**src/sv/bmg_pkg.sv**
```systemverilog
// Shared types, codes and the texel read schedule of the bump map gradient sampler.
// No dependencies; every file but bmg_ram and bmg_fifo uses this package.
package bmg_pkg;

    localparam int MAP_IDX_W   = 11;
    localparam int MAP_ADDR_W  = 20;
    localparam int QUEUE_DEPTH = 4;
    localparam int CNT_W       = $clog2(QUEUE_DEPTH + 1);
    localparam int CFG_DATA_W  = 16;

    localparam logic       CMD_LOAD  = 1'b0;
    localparam logic       CMD_QUERY = 1'b1;

    localparam logic [1:0] KIND_LOAD  = 2'd0;
    localparam logic [1:0] KIND_FLAT  = 2'd1;
    localparam logic [1:0] KIND_QUERY = 2'd2;

    localparam logic [1:0] REG_WIDTH   = 2'd0;
    localparam logic [1:0] REG_HEIGHT  = 2'd1;
    localparam logic [1:0] REG_PERSIST = 2'd2;

    // Neighbor offsets: minus one, zero, plus one, plus two (all wrapping)
    localparam logic [1:0] SEL_M1 = 2'd0;
    localparam logic [1:0] SEL_0  = 2'd1;
    localparam logic [1:0] SEL_P1 = 2'd2;
    localparam logic [1:0] SEL_P2 = 2'd3;

    typedef struct packed {
        logic               command;
        logic [15:0]        texel_index;
        logic [7:0]         red;
        logic [7:0]         green;
        logic [7:0]         blue;
        logic signed [31:0] u_coord;
        logic signed [31:0] v_coord;
    } item_t;

    typedef struct packed {
        logic signed [23:0] gradient_u;
        logic signed [23:0] gradient_v;
        logic               flat;
    } result_t;

    typedef struct packed {
        logic [1:0]            kind;
        logic [MAP_ADDR_W-1:0] addr;
        logic [7:0]            mean;
        logic [MAP_IDX_W-1:0]  col;
        logic [MAP_IDX_W-1:0]  row;
        logic [15:0]           dx;
        logic [15:0]           dy;
    } entry_t;

    typedef struct packed {
        logic [1:0] csel;
        logic [1:0] rsel;
        logic       xsel;
        logic       ysel;
        logic       neg;
        logic       is_v;
    } step_t;

    // Steps 0..7 build the u difference, 8..15 the v difference.
    function automatic step_t step_decode(input logic [3:0] k);
        step_t s;
        s = '0;
        if (!k[3]) begin
            s.is_v = 1'b0;
            s.rsel = k[2] ? SEL_P1 : SEL_0;
            s.ysel = k[2];
            case (k[1:0])
                2'd0:    begin s.csel = SEL_P1; s.xsel = 1'b0; s.neg = 1'b0; end
                2'd1:    begin s.csel = SEL_P2; s.xsel = 1'b1; s.neg = 1'b0; end
                2'd2:    begin s.csel = SEL_M1; s.xsel = 1'b0; s.neg = 1'b1; end
                default: begin s.csel = SEL_0;  s.xsel = 1'b1; s.neg = 1'b1; end
            endcase
        end else begin
            s.is_v = 1'b1;
            s.csel = k[0] ? SEL_P1 : SEL_0;
            s.xsel = k[0];
            case (k[2:1])
                2'd0:    begin s.rsel = SEL_M1; s.ysel = 1'b0; s.neg = 1'b0; end
                2'd1:    begin s.rsel = SEL_0;  s.ysel = 1'b1; s.neg = 1'b0; end
                2'd2:    begin s.rsel = SEL_P1; s.ysel = 1'b0; s.neg = 1'b1; end
                default: begin s.rsel = SEL_P2; s.ysel = 1'b1; s.neg = 1'b1; end
            endcase
        end
        return s;
    endfunction

endpackage

```
**src/sv/bmg_front.sv**
```systemverilog
// Front part: accepts words, averages load colors, wraps query coordinates
// into texel position and weights, and pushes classified entries. Uses bmg_pkg.
module bmg_front #(
    parameter int MAX_WIDTH  = 256,
    parameter int MAX_HEIGHT = 256,
    localparam int WB        = $clog2(MAX_WIDTH + 1),
    localparam int HB        = $clog2(MAX_HEIGHT + 1)
) (
    input  logic                        clk,
    input  logic                        rst_n,
    input  logic                        start,
    input  bmg_pkg::item_t              item,
    input  logic [WB-1:0]               w_eff,
    input  logic [HB-1:0]               h_eff,
    input  logic [15:0]                 persistence,
    input  logic [bmg_pkg::CNT_W-1:0]   q_count,
    output logic                        busy,
    output logic                        push,
    output bmg_pkg::entry_t             push_entry
);

    import bmg_pkg::*;

    localparam int DEPTH = MAX_WIDTH * MAX_HEIGHT;

    logic              v0_reg, v1_reg, v2_reg;
    logic              cmd0_reg, cmd1_reg, cmd2_reg;
    logic [15:0]       idx0_reg, idx1_reg, idx2_reg;
    logic [9:0]        sum0_reg;
    logic [23:0]       u0_reg, vc0_reg;
    logic              inr1_reg, inr2_reg;
    logic [7:0]        mean1_reg, mean2_reg;
    logic [23:0]       fu1_reg, fv1_reg;
    logic [WB+23:0]    px2_reg;
    logic [HB+24:0]    ry2_reg;

    logic              accept;
    logic [CNT_W:0]    load_sum;
    logic [39:0]       mu, mv;
    logic [19:0]       prod3;
    logic [WB-1:0]     colw, col;
    logic [HB-1:0]     roww, row;

    // Credit: never let the queue overflow, counting words still in flight
    assign load_sum = (CNT_W + 1)'(q_count) + (CNT_W + 1)'(v0_reg)
                    + (CNT_W + 1)'(v1_reg) + (CNT_W + 1)'(v2_reg);
    assign busy     = load_sum >= (CNT_W + 1)'(QUEUE_DEPTH);
    assign accept   = start && !busy;

    always_ff @(posedge clk or negedge rst_n)
    begin
        if (!rst_n)
        begin
            v0_reg <= 1'b0;
            v1_reg <= 1'b0;
            v2_reg <= 1'b0;
        end
        else
        begin
            v0_reg <= accept;
            v1_reg <= v0_reg;
            v2_reg <= v1_reg;
        end
    end

    // Low 24 bits of coordinate times persistence are the wrapped fraction
    assign mu    = 40'(u0_reg) * 40'(persistence);
    assign mv    = 40'(vc0_reg) * 40'(persistence);
    // Divide by three: multiply by 683/2048, exact for sums up to 765
    assign prod3 = 20'(sum0_reg) * 20'd683;

    always_ff @(posedge clk)
    begin
        cmd0_reg  <= item.command;
        idx0_reg  <= item.texel_index;
        sum0_reg  <= 10'(item.red) + 10'(item.green) + 10'(item.blue);
        u0_reg    <= item.u_coord[23:0];
        vc0_reg   <= item.v_coord[23:0];

        cmd1_reg  <= cmd0_reg;
        idx1_reg  <= idx0_reg;
        inr1_reg  <= 32'(idx0_reg) < 32'(DEPTH);
        mean1_reg <= prod3[18:11];
        fu1_reg   <= mu[23:0];
        fv1_reg   <= mv[23:0];

        cmd2_reg  <= cmd1_reg;
        idx2_reg  <= idx1_reg;
        inr2_reg  <= inr1_reg;
        mean2_reg <= mean1_reg;
        px2_reg   <= (WB + 24)'(w_eff) * (WB + 24)'(fu1_reg);
        // Flipped rows: position is h * (1 - fraction)
        ry2_reg   <= (HB + 25)'(h_eff) * (HB + 25)'(25'h1000000 - 25'(fv1_reg));
    end

    assign colw = px2_reg[WB+23:24];
    assign roww = ry2_reg[HB+23:24];
    assign col  = (colw >= w_eff) ? '0 : colw;
    assign row  = (roww >= h_eff) ? '0 : roww;

    always_comb
    begin
        push_entry      = '0;
        push_entry.addr = MAP_ADDR_W'(idx2_reg);
        push_entry.mean = mean2_reg;
        push_entry.col  = MAP_IDX_W'(col);
        push_entry.row  = MAP_IDX_W'(row);
        push_entry.dx   = px2_reg[23:8];
        push_entry.dy   = ry2_reg[23:8];
        if (cmd2_reg == CMD_LOAD)
        begin
            push_entry.kind = KIND_LOAD;
        end
        else if (w_eff == WB'(1) && h_eff == HB'(1))
        begin
            push_entry.kind = KIND_FLAT;
        end
        else
        begin
            push_entry.kind = KIND_QUERY;
        end
    end

    // Drop loads that fall outside the map
    assign push = v2_reg && (cmd2_reg == CMD_QUERY || inr2_reg);

endmodule

```
**config.mk**
```make
export PLATFORM = sky130hd
export DESIGN_NAME = bmg_front
export DESIGN_NICKNAME = d
export VERILOG_FILES = /design/src/sv/bmg_pkg.sv /design/src/sv/bmg_front.sv
export SDC_FILE = /design/constraint.sdc
export NUM_CORES = 2
export LEC_CHECK = 0
export ABC_AREA = 1
export BUFFER_PORTS_ARGS = -buffer_cell sky130_fd_sc_hd__buf_2
export CAP_MARGIN = 25
export CORE_MARGIN = 1
export CORE_UTILIZATION = 60
export CTS_CLUSTER_SIZE = 16
export DETAILED_ROUTE_END_ITERATION = 16
export PLACE_DENSITY = 0.79
export SYNTH_ARGS = -nofsm -noshare
export SYNTH_HDL_FRONTEND = slang
export SYNTH_SLANG_ARGS = --single-unit
```
**constraint.sdc**
```tcl
create_clock -name clk -period 8.3 [get_ports clk]
set_clock_uncertainty 0.2 [all_clocks]
set_input_delay 1.66 -clock clk [delete_from_list [all_inputs] [get_ports clk]]
set_output_delay 1.66 -clock clk [all_outputs]
set_load 0.03 [all_outputs]
```
# Yosys cells after proc, flatten, opt, wreduce, memory -nomap -nowiden
# Index checks and enable logic that the tools add are counted.
# Widths: inputs -> output; s select.
dict set report totals {
  ff_bits 242
  in_bits 145
  elab_cells 41
}
dict set report classes {
  addsub 6
  mul 5
  n_lt_le_gt_ge 3
  n_eq_ne 2
  mux 4
  reduce_logical 3
}
# operator n
set op_table {}
lappend op_table {{$mul 24x16->24} 2}
lappend op_table {{$mul 10x26->33} 1}
lappend op_table {{$mul 9x24->33} 1}
lappend op_table {{$sub 25x24->26 const A} 1}
lappend op_table {{$mul 10x10->19 const B} 1}
lappend op_table {{$eq 9x1->1 const B} 2}
lappend op_table {{$ge 9x9->1} 2}
lappend op_table {{$mux 9} 2}
lappend op_table {{$add 9x8->10} 1}
lappend op_table {{$add 8x8->9} 1}
lappend op_table {{$add 4x1->4} 2}
lappend op_table {{$add 3x1->4} 1}
lappend op_table {{$ge 4x3->1 const B} 1}
lappend op_table {{$mux 2} 2}
lappend op_table {{$logic_and 1x1->1} 2}
lappend op_table {{$logic_not 1->1} 1}

# Logic depth before layout (Yosys ltp)
dict set report depth {
  ltp_word 6
  ltp_mapped 33
  ltp_nobuf 32
}

# Worst setup path before layout
# Ideal clock, no wire load.
dict set report synth_timing {
  kind {input -> register}
  startpoint {input port persistence[1]}
  endpoint {register fu1_reg[21]}
  setup_time_ps 72
  t_arrival_ps 6740
  required_time_ps 8028
  slack_ps 1289
  path_stages 22
  cell_sequence {clkbuf_1 buf_1 nand2_1 fa_1 inv_1 fa_1 inv_1 fa_1 inv_1 fa_1 fa_1 inv_1 fa_1 inv_1 ha_1 a21oi_1 a21boi_0 inv_1 a21oi_1 o21ai_0 a21oi_1 xor2_1}
}
dict set report synth_via {
  elab_chain_cells 1
}
# element line_no
set synth_lines {}
lappend synth_lines {{start: declaration} bmg_front.sv:15} ;# input logic [15:0] persistence,
lappend synth_lines {{$mul 24x16->24} bmg_front.sv:67} ;# assign mu = 40'(u0_reg) * 40'(persistence);
lappend synth_lines {{named net mu[21]} bmg_front.sv:39} ;# logic [39:0] mu, mv;
lappend synth_lines {{end signal: assignment} bmg_front.sv:84} ;# fu1_reg <= mu[23:0];
lappend synth_lines {{end: declaration} bmg_front.sv:33} ;# logic [23:0] fu1_reg, fv1_reg;
# The timed path passes the listed nets, and every way through them passes these cells.

# Final worst setup path
dict set report layout_timing {
  startpoint {input port persistence[2]}
  endpoint {register fu1_reg[22]}
}
# Same word-level chain as after synthesis.

==> impl_metrics.tcl <==
set metrics [dict create \
    r2r_setup_slack_ps 1430 \
    grt_pass1_vias 32255 \
    cp.arrival_ps 7350 \
    io_buffers 206 \
    syn-instance-count 4938 \
    post_cts_buffers 0 \
    routedWlPerCell_um 15.15 \
    antennaDiodeCount 0 \
    fmax_mhz 140.6 \
    end_kind "flip-flop" \
    relSlewSlack_pct 39.14 \
    dieArea_um2 65490 \
    ys_ff_latch 226 \
    drive_above_1_share_pct 6.275 \
    worst-setup-path-type "primary input to flip-flop" \
    synth_fa_ha_area_share_pct 48.24 \
    grt_max_degree 35 \
    synth_top_family_by_area "adder cells" \
    grt_pass1_wl_um 151600 \
    synth_xor_area_share_pct 2.507 \
    worstSkewPairLatency_ps 610 \
    cts_max_level 1 \
    drv_slew 0 \
    synth_flop_cell "dfxtp_1" \
    place_congestion 0.9622 \
    synth_compound_area_share_pct 4.007 \
    ios 231 \
    path_max_fanout 34 \
    grt.total_usage_pct 28.24 \
    ctsResizeCount 0 \
    via_per_inst 5.203 \
    synthMuxAreaShare_pct 0 \
    initial_core_util_pct 60.99 \
    synthSimpleGateAreaFrac_pct 17.84 \
    clkSinkCount 226 \
    hold_viol 0 \
    ff2ff_path_depth 28 \
    cts_buffer_depth 3 \
    critical_path.startpoint "persistence[2]" \
    startpoint_type "primary input" \
    min_path_cells 0 \
    finalCriticalPeriod_ps 7115 \
    cts.reportedPaths.clkPinSlew_ps 60 \
    fin_nets 6169 \
    rsz0062_at_grt "false" \
    drt_iter0_drc 2117 \
    finalCritPeriodShare_pct 85.72 \
    syn-cell-area_um2 38680 \
    hp-class "flip-flop to flip-flop" \
    wl_um 88390 \
    synth_warnings 0 \
    dieHeight_um 255.9 \
    die_x_um 255.9 \
    required_ps 8530 \
    coreArea_um2 63430 \
    first_pass_iters 6 \
    min_to "idx2_reg[13]" \
    drv_cap 0 \
    synth_edf_count 0 \
    post-dp-hpwl_um 72220 \
    via_count 30356 \
    tightest_slew_ps 911.9 \
    clock-root-buffer "clkbuf_16" \
    drtAntennaViolNets 0 \
    fin_setup_tns_ps 0 \
    rows 92 \
    synth.yosys.seq_area_share_pct 11.73 \
    grt_overflow 0 \
    syn_to_final_growth_pct 5.715 \
    grt_antenna_before_repair 4 \
    avgSynthCellArea_um2 7.834 \
    status "finished, final reports clean" \
    numCtsBuffers 27 \
    seq_area_um2 4539 \
    multi_input_comb_area_um2 28110 \
    async_flop_share_pct 1.327 \
    synth_cell_type_count 54 \
    finalSetupViolCount 0 \
    reg2reg_to "ry2_reg[25]" \
    nFillCells 5450 \
    holdBufCountCts 0 \
    hold_path.startpoint "idx1_reg[13]" \
    drcViolationCount 0 \
    r2r-start "fv1_reg[0]" \
    cts_tree "yes" \
]
-- synth_stat cells, drive strengths merged (2+ instances only) --
| cell type | count | area [µm²] |
|---|---|---|
| a21boi | 2 | 15.01 |
| a21o | 19 | 142.6 |
| a21oi | 143 | 715.7 |
| a31oi | 16 | 100.1 |
| buf | 74 | 449.2 |
| clkbuf | 152 | 570.6 |
| dfrtp | 3 | 75.07 |
| dfxtp | 223 | 4464 |
| fa | 726 | 14530 |
| ha | 330 | 4129 |
| inv | 1341 | 5034 |
| nand2 | 1277 | 4816 |
| nand3 | 122 | 640.6 |
| nand3b | 14 | 105.1 |
| nand4 | 32 | 225.2 |
| nor2 | 227 | 924.6 |
| nor3 | 11 | 71.32 |
| nor4 | 9 | 56.30 |
| o2111ai | 3 | 26.28 |
| o211ai | 5 | 37.54 |
| o21a | 5 | 37.54 |
| o21ai | 69 | 352.8 |
| o21bai | 6 | 45.04 |
| o221ai | 5 | 43.79 |
| or2 | 6 | 40.04 |
| xnor2 | 30 | 270.3 |
| xor2 | 79 | 699.4 |
-- layer usage --
| layer | wire length (µm) | part of all wire [%] | vias up | global-route usage, % |
|---|---|---|---|---|
| met4 | 2208 | 2.5 | 2 | 7.735 |
| met5 | 13 | 0.015 | - | 0 |
| met2 | 43150 | 49 | 1058 | 49.61 |
| met1 | 37160 | 42 | 14851 | 36.85 |
| met3 | 5859 | 6.6 | 157 | 3.317 |
| li1 | - | - | 14288 | - |
-- cells by family after synthesis --
family                     after synthesis
xor gates and xnor gates               109
and+or+nand+nor                       1701
adders and majority gates             1056
buffers and inverters                 1568
AOI/OAI and AO/OA                      277
DFF                                    226
other                                    1
-- worst max-delay path, cell delays in order --
cell	delay [ps]
buf_2	640
buf_4	340
nand2_1	100
fa_1	540
fa_1	510
fa_1	510
inv_1	50
fa_1	490
fa_1	500
inv_1	50
fa_1	470
inv_1	40
ha_1	330
a21oi_1	240
o21ai_0	150
a21oi_1	140
nand2_1	110
nand2_1	70
nand2_1	60
xor2_1	320
-- area by class of cell --
cell class	instances	share of cell area [%]
multi-input combinational	3151	68.75
tap	846	2.588
clock inverter	15	0.6272
timing repair buffer	220	2.778
inverter	1342	12.32
clock buffer	34	1.842
sequential	226	11.10
-- layout by cell type, fill, tap and decap left out, types with 9 or more instances in the layout --
master	Yosys	layout
a21o_1	19	19
nand4_1	28	28
buf_4	40	14
xor2_1	78	78
inv_1	1335	1335
nand2_1	1270	1270
nor3_1	9	9
nor2_1	212	212
nor4_1	9	9
buf_2	11	206
dfxtp_1	223	223
fa_1	726	726
nand3_1	119	119
nand3b_1	14	14
a21oi_1	143	143
xnor2_1	29	29
clkbuf_16	0	28
a31oi_1	16	16
o21ai_0	66	66
ha_1	330	330
-- stage by stage --
stage / area [µm²] / util (%) / setup slack (ps) / std cells / hold WS [ps]
after floorplan: 38710 / - / 1289 / 4945 / 109.6
after global placement: 39890 / 62.89 / 727.1 / 5785 / 110.0
after detailed placement: 39890 / 62.89 / 655.5 / 5785 / 112.1
after CTS: 40900 / 64.48 / 1288 / 5834 / 123.5
after global routing: 40900 / 64.48 / 917.9 / 5834 / 131.1
final: 40900 / 64.48 / 1185 / 5834 / 123.7
-- worst max-delay path by stage --
stage | endpoint | slack [ps] | cells after the start
after global routing | fu1_reg[22] | 920 | 20
after floorplan | fu1_reg[21] | 1290 | 22
after global placement | fu1_reg[21] | 730 | 20
after detailed placement | fu1_reg[21] | 660 | 20
final | fu1_reg[22] | 1190 | 20
after CTS | fu1_reg[22] | 1290 | 20
Power is left out: the tool's default activity adds up to more than one toggle a clock period on the data nets, which glitch-free logic cannot reach.
