`config.mk`:
```
export PLATFORM = sky130hd
export DESIGN_NAME = bmg_fifo
export DESIGN_NICKNAME = d
export VERILOG_FILES = /design/src/sv/bmg_fifo.sv
export SDC_FILE = /design/constraint.sdc
export NUM_CORES = 1
export LEC_CHECK = 0
export BUFFER_PORTS_ARGS = -buffer_cell sky130_fd_sc_hd__buf_4
export CAP_MARGIN = 10
export CORE_ASPECT_RATIO = 1.1
export CORE_UTILIZATION = 40
export DETAILED_ROUTE_END_ITERATION = 10
export PLACE_DENSITY_LB_ADDON = 0.3
export SYNTH_ARGS = -nofsm -noshare
export SYNTH_HDL_FRONTEND = slang
export SYNTH_SLANG_ARGS = --single-unit
```
`constraint.sdc`:
```
create_clock -name clk -period 3.2 [get_ports clk]
set_input_delay 0.96 -clock clk [delete_from_list [all_inputs] [get_ports clk]]
set_output_delay 0.96 -clock clk [all_outputs]
set_load 0.03 [all_outputs]
```
`src/sv/bmg_fifo.sv`:
```
// Small register queue between the front and back parts of the sampler.
// No dependencies.
module bmg_fifo #(
    parameter int WIDTH = 8,
    parameter int DEPTH = 4,
    localparam int PW   = $clog2(DEPTH),
    localparam int CW   = $clog2(DEPTH + 1)
) (
    input  logic             clk,
    input  logic             rst_n,
    input  logic             push,
    input  logic [WIDTH-1:0] push_data,
    input  logic             pop,
    output logic [WIDTH-1:0] pop_data,
    output logic [CW-1:0]    count
);

    logic [WIDTH-1:0] mem_reg [DEPTH];
    logic [PW-1:0]    wr_ptr_reg, rd_ptr_reg;
    logic [CW-1:0]    count_reg;

    always_ff @(posedge clk or negedge rst_n)
    begin
        if (!rst_n)
        begin
            wr_ptr_reg <= '0;
            rd_ptr_reg <= '0;
            count_reg  <= '0;
        end
        else
        begin
            if (push)
            begin
                wr_ptr_reg <= (32'(wr_ptr_reg) == DEPTH - 1) ? '0 : wr_ptr_reg + PW'(1);
            end
            if (pop)
            begin
                rd_ptr_reg <= (32'(rd_ptr_reg) == DEPTH - 1) ? '0 : rd_ptr_reg + PW'(1);
            end
            if (push && !pop)
            begin
                count_reg <= count_reg + CW'(1);
            end
            else if (pop && !push)
            begin
                count_reg <= count_reg - CW'(1);
            end
        end
    end

    always_ff @(posedge clk)
    begin
        if (push)
        begin
            mem_reg[wr_ptr_reg] <= push_data;
        end
    end

    assign pop_data = mem_reg[rd_ptr_reg];
    assign count    = count_reg;

endmodule

```
# --- Word level (Yosys, flattened, before mapping) ---
# Memory sizes are Yosys's and may differ from the RTL's.
# Index checks and enable logic that the tools add are counted.
op_classes:
  n_addsub: 4
  muxes: 6
  n_eq_ne: 2
  reduce_logical: 5
op_table:
  columns: ["cell", "n"]
  rows:
  - ["$mux 3", 2]
  - ["$add 2x1->2 const B", 2]
  - ["$eq 2x2->1 const B", 2]
  - ["$mux 2", 2]
  - ["$add 3x1->3 const B", 1]
  - ["$sub 3x1->3 const B", 1]
  - ["$logic_and 1x1->1", 2]
  - ["$logic_not 1->1", 2]
  - ["$mux 1", 2]
  - ["$reduce_bool 2->1", 1]
totals:
  out_inout_bits: 11
  ramBits: 32
  in_bits: 12
  word_cells: 21
  regBits: 7
  memories: 1
mem_list:
  columns: ["memory", "words", "width", "rd", "rd_ports_with_merged_regs", "write_ports", "line_no", "source"]
  rows:
  - ["mem_reg", 4, 8, 1, 0, 1, "18", "logic [WIDTH-1:0] mem_reg [DEPTH];"]

# --- Longest topological paths before layout ---
# Gate-level depths: netlist of the first run.
logic_depth:
  word_depth: 4
  ltp_mapped: 7

# --- Least setup slack after synthesis of the first run ---
# Ideal clock, no wire load.
synth_timing:
  path_kind: "register to output"
  start: "reg rd_ptr_reg[0]"
  end: "out pop_data[0]"
  t_arrival_ns: 1.113
  t_required_ns: 2.240
  path_stages_with_launch: 3
  path_slack_ns: 1.127
  path_cell_list: "dfrtp_1 -> buf_6 -> mux4_2"
synth_via:
  elab_chain_cells: 1
synth_rtl:
  columns: ["item", "line_no", "source"]
  rows:
  - ["start: declaration", "19", "logic [PW-1:0] wr_ptr_reg, rd_ptr_reg;"]
  - ["start signal: assignment", "38", "rd_ptr_reg <= (32'(rd_ptr_reg) == DEPTH - 1) ? '0 : rd_ptr_reg + PW'(1);"]
  - ["$mem_v2 4x8", null, null]
  - ["end: declaration", "14", "output logic [WIDTH-1:0] pop_data,"]
# No other way between the ends.

# --- Worst setup path in the final report of the first run ---
layout_timing:
  start: "reg rd_ptr_reg[0]"
  end: "out pop_data[1]"
# Same word-level chain as after synthesis.

==> results of run 1 <==
## per-layer routing
metal / track usage [%] / vias to the layer above / wire length, um
met5: 0 / - / 0
met4: 9.17 / 0 / 60
met3: 3.45 / 5 / 92
met2: 23.7 / 16 / 1300
met1: 15.6 / 376 / 961
li1: - / 344 / -
## logic make-up (layout without fill, tap and decap cells)
family / count (synthesis) / in the layout / share of synthesized area (%)
AND/OR/NAND/NOR: 8 / 8 / 2.65
flip-flops: 39 / 39 / 72.9
multiplexers: 11 / 11 / 13.7
adder cells (fa/ha/maj): 7 / 7 / 6.10
buffers and inverters: 7 / 35 / 2.25
XOR/XNOR: 3 / 3 / 1.69
AO/OA/AOI/OAI: 2 / 2 / 0.643
## cells in the mapped netlist
| cell | count |
|---|---|
| edfxtp_1 | 32 |
| mux4_2 | 8 |
| dfrtp_1 | 7 |
| ha_1 | 6 |
| inv_1 | 5 |
| and2_1 | 4 |
| mux2_2 | 3 |
| nor2_1 | 2 |
| o21ai_0 | 2 |
| xor2_1 | 2 |
| buf_2 | 1 |
| buf_6 | 1 |
| fa_1 | 1 |
| nand2_1 | 1 |
| nand3_1 | 1 |
| xnor2_1 | 1 |
## cell type report
class / instances / area, um^2
fillers: 333 / 1810
flip-flops and latches: 39 / 1140
multi-input cells: 31 / 387
repair buffers: 22 / 165
clock buffers: 5 / 68.8
well taps: 50 / 62.6
clock inverters: 3 / 38.8
inverters: 5 / 18.8
## metrics by stage
| stage | std cells | hold WS, ps | utilization (%) | instance area (um^2) | setup WS, ps |
|---|---|---|---|---|---|
| global route | 155 | 471 | 51.0 | 1880 | 320 |
| floorplan | 77 | 579 | - | 1560 | 1130 |
| finish | 155 | 474 | 51.0 | 1880 | 451 |
| CTS | 155 | 468 | 51.0 | 1880 | 392 |
| detailed placement | 147 | 462 | 48.0 | 1770 | 709 |
| global placement | 147 | 460 | 48.0 | 1770 | 744 |
## worst max-delay path, delay by kind of cell, from the launching register on
family / cells / cell delay [ps]
flip-flops: 1 / 730
multiplexers: 1 / 590
buffers and inverters: 1 / 180
## power by group through the flow
stage	Clock, uW	Sequential (uW)	Combinational [uW]
2_1_floorplan	0	757	438
3_3_place_gp	0	776	591
3_5_place_dp	0	787	610
4_1_cts	397	775	614
5_1_grt	418	792	650
6_report	388	770	601
## worst max path at each step
| stage | start | end | depth (start not counted) |
|---|---|---|---|
| CTS | rd_ptr_reg[0] | pop_data[1] | 2 |
| detailed placement | rd_ptr_reg[0] | pop_data[1] | 2 |
| finish | rd_ptr_reg[0] | pop_data[1] | 2 |
| global placement | rd_ptr_reg[0] | pop_data[1] | 2 |
| global route | rd_ptr_reg[0] | pop_data[3] | 2 |
| floorplan | rd_ptr_reg[0] | pop_data[0] | 2 |
==> out/results.ini, run 1 <==
[yosys]
synth_top_area_share_pct=61.7
ys_seq_area_share_pct=72.9
synthesis.nets=96
yosysTopAreaCell=edfxtp_1
ys_top_cells_by_area=edfxtp_1 (62%), mux4_2 (12%), dfrtp_1 (11%)
syn_inst=77
synth_area_um2=1560
synth-seq-cells=39
synthDistinctLibCells=16
yosys_warnings=0
synth.avg_cell_area_um2=20.2

[floorplan]
die-area_um2=4150
initial_core_util_pct=42.3
row_count=23
die_h_um=67.5
die_w_um=61.5
core_area_um2=3680
io_pins=23

[setup_path]
cp-end-kind=primary output
r2r-end=rd_ptr_reg[1]
cp.required_ps=2240
critical_path.cell_chain=mux4_2, buf_4
cpPeakStageDelay_ps=730
reg2reg_depth=2
reg2reg_slack_ps=1770
startpoint_type=register
criticalPathCategory=reg2out
r2r_start=rd_ptr_reg[0]
critPathArrivalTime_ps=1790
critPathSlowestCell=dfrtp_1
critPathMaxFanout=11

[route]
num_vias=741
dr.first_iter.drc_count=13
via_per_inst=4.78
dr.pass1.iters=4
drc_errors=0
antenna_left=0
wl_per_cell_um=15.6
wl_um=2410

[global_route]
overflow=0
antenna_found_initial=0
grt_max_degree=13
grt_pass1_vias=805
track_usage_pct=14.1
grt_pass1_wl_um=3820

[run_status]
status=completed

[power_and_ir_drop]
ir_drop_v=0.000501
p_comb_share_pct=34.2
p_leak_uw=0.000707
clkPwrFrac_pct=22.0
p_sw_uw=583
finalPower_uw=1760
swShare_pct=33.1
internal_power_uw=1180
power.density_nw_per_um2=937
seqPwrFrac_pct=43.8

[timing]
final.min_clock_period_ps=2750
max-slew-margin-rel_pct=59.5
timing.final.crit_share_pct=85.9
rsz0062_at_grt=no
final-setup-viol-count=0
finalHoldViolCount=0
clock_skew_ps=4.31
tns_ps=0
fmax_mhz=364
slew_viol_final=0
tightestPinTransition_ps=607

[finish]
layout.cells.most_common=edfxtp_1
antenna_cells=0
mostFrequentLayoutCells=edfxtp_1 (32), buf_4 (22), mux4_2 (8), dfrtp_1 (7), ha_1 (6)
areaGrowthSynthToFinish_pct=20.5
drive_above_1_share_pct=38.1
largest_register_ff_count=32
fin_nets=123

[clock_tree]
root_buffer=clkbuf_8
tritoncts=yes
cts-resized-gates=0
clock_sinks=39
postCtsHoldBufs=0
postCtsSetupRepairBufs=0
clk_path_buf_depth=2
htree_num_levels=2
worst_skew_pair.late_latency_ps=280
cts_made_buffers=5
cts.clk_slew.worst_paths_ps=70

[run]
maxCapViolations=0

[hold_path]
hp-class=in2async

[placed_design]
dp_hpwl_um=1650
portBuffers=22
gp_congestion=0.623

Power figures use the tool's default switching activity.
==> inputs of run 2 (changes only) <==
--- a/config.mk
+++ b/config.mk
@@ -7,7 +7,6 @@
 export LEC_CHECK = 0
 export BUFFER_PORTS_ARGS = -buffer_cell sky130_fd_sc_hd__buf_4
 export CAP_MARGIN = 10
-export CORE_ASPECT_RATIO = 1.1
 export CORE_UTILIZATION = 40
 export DETAILED_ROUTE_END_ITERATION = 10
 export PLACE_DENSITY_LB_ADDON = 0.3
==> out/results.ini, run 2 (synthesized netlist as in run 1, its figures left out) <==
[run_status]
status=completed  ; unchanged

[timing]
slew_viol_final=0  ; unchanged
fmax_mhz=365  ; was 364 MHz
timing.hold.ws_ps=471  ; was 474 ps
rsz0062_at_grt=no  ; unchanged
setup_ws_ps=461  ; was 451 ps
final-setup-viol-count=0  ; unchanged
max-slew-margin-rel_pct=61.0  ; was 59.5%
clock_skew_ps=2.42  ; was 4.31 ps
final.min_clock_period_ps=2740  ; was 2750 ps
finalHoldViolCount=0  ; unchanged
timing.final.crit_share_pct=85.6  ; was 85.9%
tightestPinTransition_ps=585  ; was 607 ps
tns_ps=0  ; unchanged

[route]
via_per_inst=4.80  ; was 4.78
dr.pass1.iters=3  ; was 4
wl_um=2330  ; was 2410 um
antenna_left=0  ; unchanged
num_vias=735  ; was 741
drc_errors=0  ; unchanged
dr.first_iter.drc_count=20  ; was 13
wl_per_cell_um=15.2  ; was 15.6 um

[floorplan]
initial_core_util_pct=42.2  ; was 42.3%
row_count=22  ; was 23
die_w_um=64.4  ; was 61.5 um
io_pins=23  ; unchanged
die-area_um2=4150  ; about the same
core_area_um2=3690  ; was 3680 um^2
die_h_um=64.4  ; was 67.5 um

[power_and_ir_drop]
ir_drop_v=0.000543  ; was 0.000501 V
p_leak_uw=0.000707  ; unchanged
power.density_nw_per_um2=939  ; was 937 nW/um^2

[global_route]
antenna_found_initial=0  ; unchanged
track_usage_pct=13.0  ; was 14.1%
overflow=0  ; unchanged
grt_pass1_vias=792  ; was 805
grt_pass1_wl_um=3720  ; was 3820 um
grt_max_degree=13  ; unchanged

[placed_design]
dp_hpwl_um=1570  ; was 1650 um
gp_congestion=0.654  ; was 0.623
place_area_um2=1770  ; about the same
pre_cts_ws_ps=731  ; was 709 ps
portBuffers=22  ; unchanged

[setup_path]
critPathMaxFanout=11  ; unchanged
criticalPathCategory=reg2out  ; unchanged
critPathSlowestCell=dfrtp_1  ; unchanged
cp.required_ps=2240  ; about the same
cpPeakStageDelay_ps=720  ; was 730 ps
critPathArrivalTime_ps=1780  ; was 1790 ps
startpoint_type=register  ; unchanged
critical_path.cell_chain=mux4_2, buf_4  ; unchanged
cp-end-kind=primary output  ; unchanged

[run]
maxCapViolations=0  ; unchanged

[finish]
drive_above_1_share_pct=38.1  ; unchanged
stdcell_area_um2=1870  ; was 1880 um^2
areaGrowthSynthToFinish_pct=20.3  ; was 20.5%
seq_area_um2=1140  ; unchanged
layout.cells.most_common=edfxtp_1  ; unchanged
largest_register_ff_count=32  ; unchanged
mostFrequentLayoutCells=edfxtp_1 (32), buf_4 (22), mux4_2 (8), dfrtp_1 (7), ha_1 (6)  ; unchanged
n_fill_cell=334  ; was 333
antenna_cells=0  ; unchanged
fin_nets=123  ; unchanged
multi_input_area_um2=387  ; unchanged

[clock_tree]
tritoncts=yes  ; unchanged
htree_num_levels=2  ; unchanged
clock_sinks=39  ; unchanged
cts.clk_slew.worst_paths_ps=70  ; about the same
postCtsHoldBufs=0  ; unchanged
worst_skew_pair.late_latency_ps=290  ; was 280 ps
postCtsSetupRepairBufs=0  ; unchanged
clk_path_buf_depth=2  ; unchanged
root_buffer=clkbuf_8  ; unchanged
cts-resized-gates=0  ; unchanged
cts_made_buffers=5  ; unchanged

[hold_path]
hp-class=in2async  ; unchanged

-- run 2: power by group --
| part | internal (uW) | leakage, uW | switching, uW |
|---|---|---|---|
| Sequential | 668 | 0.000377 | 99.2 |
| Clock | 228 | 0.0000556 | 163 |
| Combinational | 280 | 0.000274 | 321 |
-- run 2: worst max-delay path, delay by kind of cell, from the launching register on --
kind                   cells  cell delay (ps)
buffers and inverters      1              180
flip-flops                 1              720
multiplexers               1              590
-- run 2: final timing paths --
path,startpoint,endpoint,slack (ps),depth (start not counted)
worst max-delay path,rd_ptr_reg[0],pop_data[0],460,2
worst min register to register,count[2],count[2],470,1
min in group clk,count[2],count[2],470,1
worst min-delay path,rst_n,rd_ptr_reg[0],470,1
max in group asynchronous,rst_n,count[1],2610,1
worst max register to register,rd_ptr_reg[0],rd_ptr_reg[1],1780,2
-- run 2: metrics by stage --
stage	utilization [%]	instances	total power, uW
3_3_place_gp	47.9	145	1370
2_1_floorplan	-	77	1190
3_5_place_dp	47.9	145	1390
5_1_grt	50.8	153	1850
6_report	50.8	153	1760
4_1_cts	50.8	153	1790
-- run 2: per-layer routing --
metal	share of wire, %	track usage (%)
met1	40	13.8
met3	4.6	5.71
met2	54	22.1
met4	1.2	5.83
met5	0	0
-- run 2: cell type report --
class	count	share of cell area [%]
Inverter	5	1.00
Sequential cell	39	60.6
Clock buffer	5	3.67
Multi-Input combinational cell	31	20.6
Tap cell	48	3.20
Clock inverter	3	2.07
Timing Repair Buffer	22	8.81
==> inputs of run 3 (changes only) <==
--- a/config.mk
+++ b/config.mk
@@ -7,6 +7,7 @@
 export LEC_CHECK = 0
 export BUFFER_PORTS_ARGS = -buffer_cell sky130_fd_sc_hd__buf_4
 export CAP_MARGIN = 10
+export CORE_MARGIN = 2
 export CORE_UTILIZATION = 40
 export DETAILED_ROUTE_END_ITERATION = 10
 export PLACE_DENSITY_LB_ADDON = 0.3
==> out/results.ini, run 3 (synthesized netlist as in run 1, its figures left out) <==
[timing]
fmax_mhz=365  ; about the same
final-setup-viol-count=0  ; unchanged
timing.hold.ws_ps=473  ; was 471 ps
final.min_clock_period_ps=2740  ; about the same
tightestPinTransition_ps=595  ; was 585 ps
timing.final.crit_share_pct=85.7  ; was 85.6%
max-slew-margin-rel_pct=60.3  ; was 61.0%
clock_skew_ps=3.54  ; was 2.42 ps
tns_ps=0  ; unchanged
slew_viol_final=0  ; unchanged
rsz0062_at_grt=no  ; unchanged
finalHoldViolCount=0  ; unchanged

[finish]
mostFrequentLayoutCells=edfxtp_1 (32), buf_4 (22), mux4_2 (8), dfrtp_1 (7), ha_1 (6)  ; unchanged
n_fill_cell=306  ; was 334
seq_area_um2=1140  ; unchanged
fin_nets=123  ; unchanged
areaGrowthSynthToFinish_pct=19.1  ; was 20.3%
largest_register_ff_count=32  ; unchanged
antenna_cells=0  ; unchanged
drive_above_1_share_pct=39.0  ; was 38.1%
layout.cells.most_common=edfxtp_1  ; unchanged
multi_input_area_um2=387  ; unchanged

[clock_tree]
clock_sinks=39  ; unchanged
worst_skew_pair.late_latency_ps=280  ; was 290 ps
cts-resized-gates=0  ; unchanged
postCtsSetupRepairBufs=0  ; unchanged
root_buffer=clkbuf_8  ; unchanged
htree_num_levels=2  ; unchanged
clk_path_buf_depth=2  ; unchanged
cts_made_buffers=5  ; unchanged
cts.clk_slew.worst_paths_ps=70  ; about the same
tritoncts=yes  ; unchanged
postCtsHoldBufs=0  ; unchanged

[setup_path]
cpPeakStageDelay_ps=720  ; about the same
cp.required_ps=2240  ; about the same
criticalPathCategory=reg2out  ; unchanged
critPathMaxFanout=11  ; unchanged
critical_path.cell_chain=mux4_2, buf_4  ; unchanged
critPathArrivalTime_ps=1780  ; about the same
critPathSlowestCell=dfrtp_1  ; unchanged
cp-end-kind=primary output  ; unchanged
startpoint_type=register  ; unchanged

[power_and_ir_drop]
p_leak_uw=0.000691  ; was 0.000707 uW
power.density_nw_per_um2=907  ; was 939 nW/um^2
ir_drop_v=0.000424  ; was 0.000543 V

[floorplan]
die_h_um=66.4  ; was 64.4 um
io_pins=23  ; unchanged
initial_core_util_pct=41.9  ; was 42.2%
die_w_um=66.4  ; was 64.4 um
core_area_um2=3720  ; was 3690 um^2
die-area_um2=4410  ; was 4150 um^2
row_count=22  ; unchanged

[route]
num_vias=723  ; was 735
dr.pass1.iters=4  ; was 3
antenna_left=0  ; unchanged
dr.first_iter.drc_count=25  ; was 20
drc_errors=0  ; unchanged
wl_per_cell_um=15.0  ; was 15.2 um
via_per_inst=4.73  ; was 4.80
wl_um=2300  ; was 2330 um

[run_status]
status=completed  ; unchanged

[global_route]
antenna_found_initial=0  ; unchanged
grt_pass1_vias=813  ; was 792
overflow=0  ; unchanged
grt_max_degree=14  ; was 13
track_usage_pct=12.6  ; was 13.0%
grt_pass1_wl_um=3820  ; was 3720 um

[run]
maxCapViolations=0  ; unchanged

[placed_design]
portBuffers=22  ; unchanged
dp_hpwl_um=1540  ; was 1570 um
gp_congestion=0.709  ; was 0.654

[hold_path]
hp-class=in2async  ; unchanged

## run 3: layout make-up
| type | instances | area share, % |
|---|---|---|
| timing repair buffer | 22 | 8.90 |
| inverter | 5 | 1.01 |
| clock buffer | 5 | 3.71 |
| clock inverter | 3 | 1.08 |
| sequential | 39 | 61.2 |
| multi-input combinational | 31 | 20.8 |
| tap | 48 | 3.24 |
## run 3: critical path: cells and delay by family, from the launching register on
family                 cells  cell delay (ps)
muxes                      1              590
DFF                        1              720
buffers and inverters      1              180
## run 3: report_power, final
group	internal (uW)	switching, uW
logic	278	319
registers	668	101
clock network	151	165
total	1100	585
## run 3: path summary, 6_finish.rpt
check	end	slack, ps	cells after the start	startpoint
max	pop_data[2]	460	2	rd_ptr_reg[0]
min	count[0]	470	1	rst_n
max reg2reg	mem_reg[0][5]	1770	3	wr_ptr_reg[0]
min reg2reg	count[2]	480	1	count[2]
max in group asynchronous	rd_ptr_reg[0]	2610	1	rst_n
min in group clk	count[2]	480	1	count[2]
## run 3: metal layers
layer / global-route usage, % / share of wire (%)
met1: 13.5 / 40
met5: 0 / 0
met2: 22.0 / 54
met3: 4.77 / 4.5
met4: 5.36 / 1.4
## run 3: per-stage QoR
step | instances | area, um^2 | power (uW) | utilization, % | worst slack [ps]
2_1_floorplan | 77 | 1560 | 1190 | - | 1130
3_3_place_gp | 145 | 1770 | 1370 | 47.5 | 745
3_5_place_dp | 145 | 1770 | 1390 | 47.5 | 730
4_1_cts | 153 | 1860 | 1710 | 49.9 | 411
5_1_grt | 153 | 1860 | 1790 | 49.9 | 321
6_report | 153 | 1860 | 1680 | 49.9 | 459
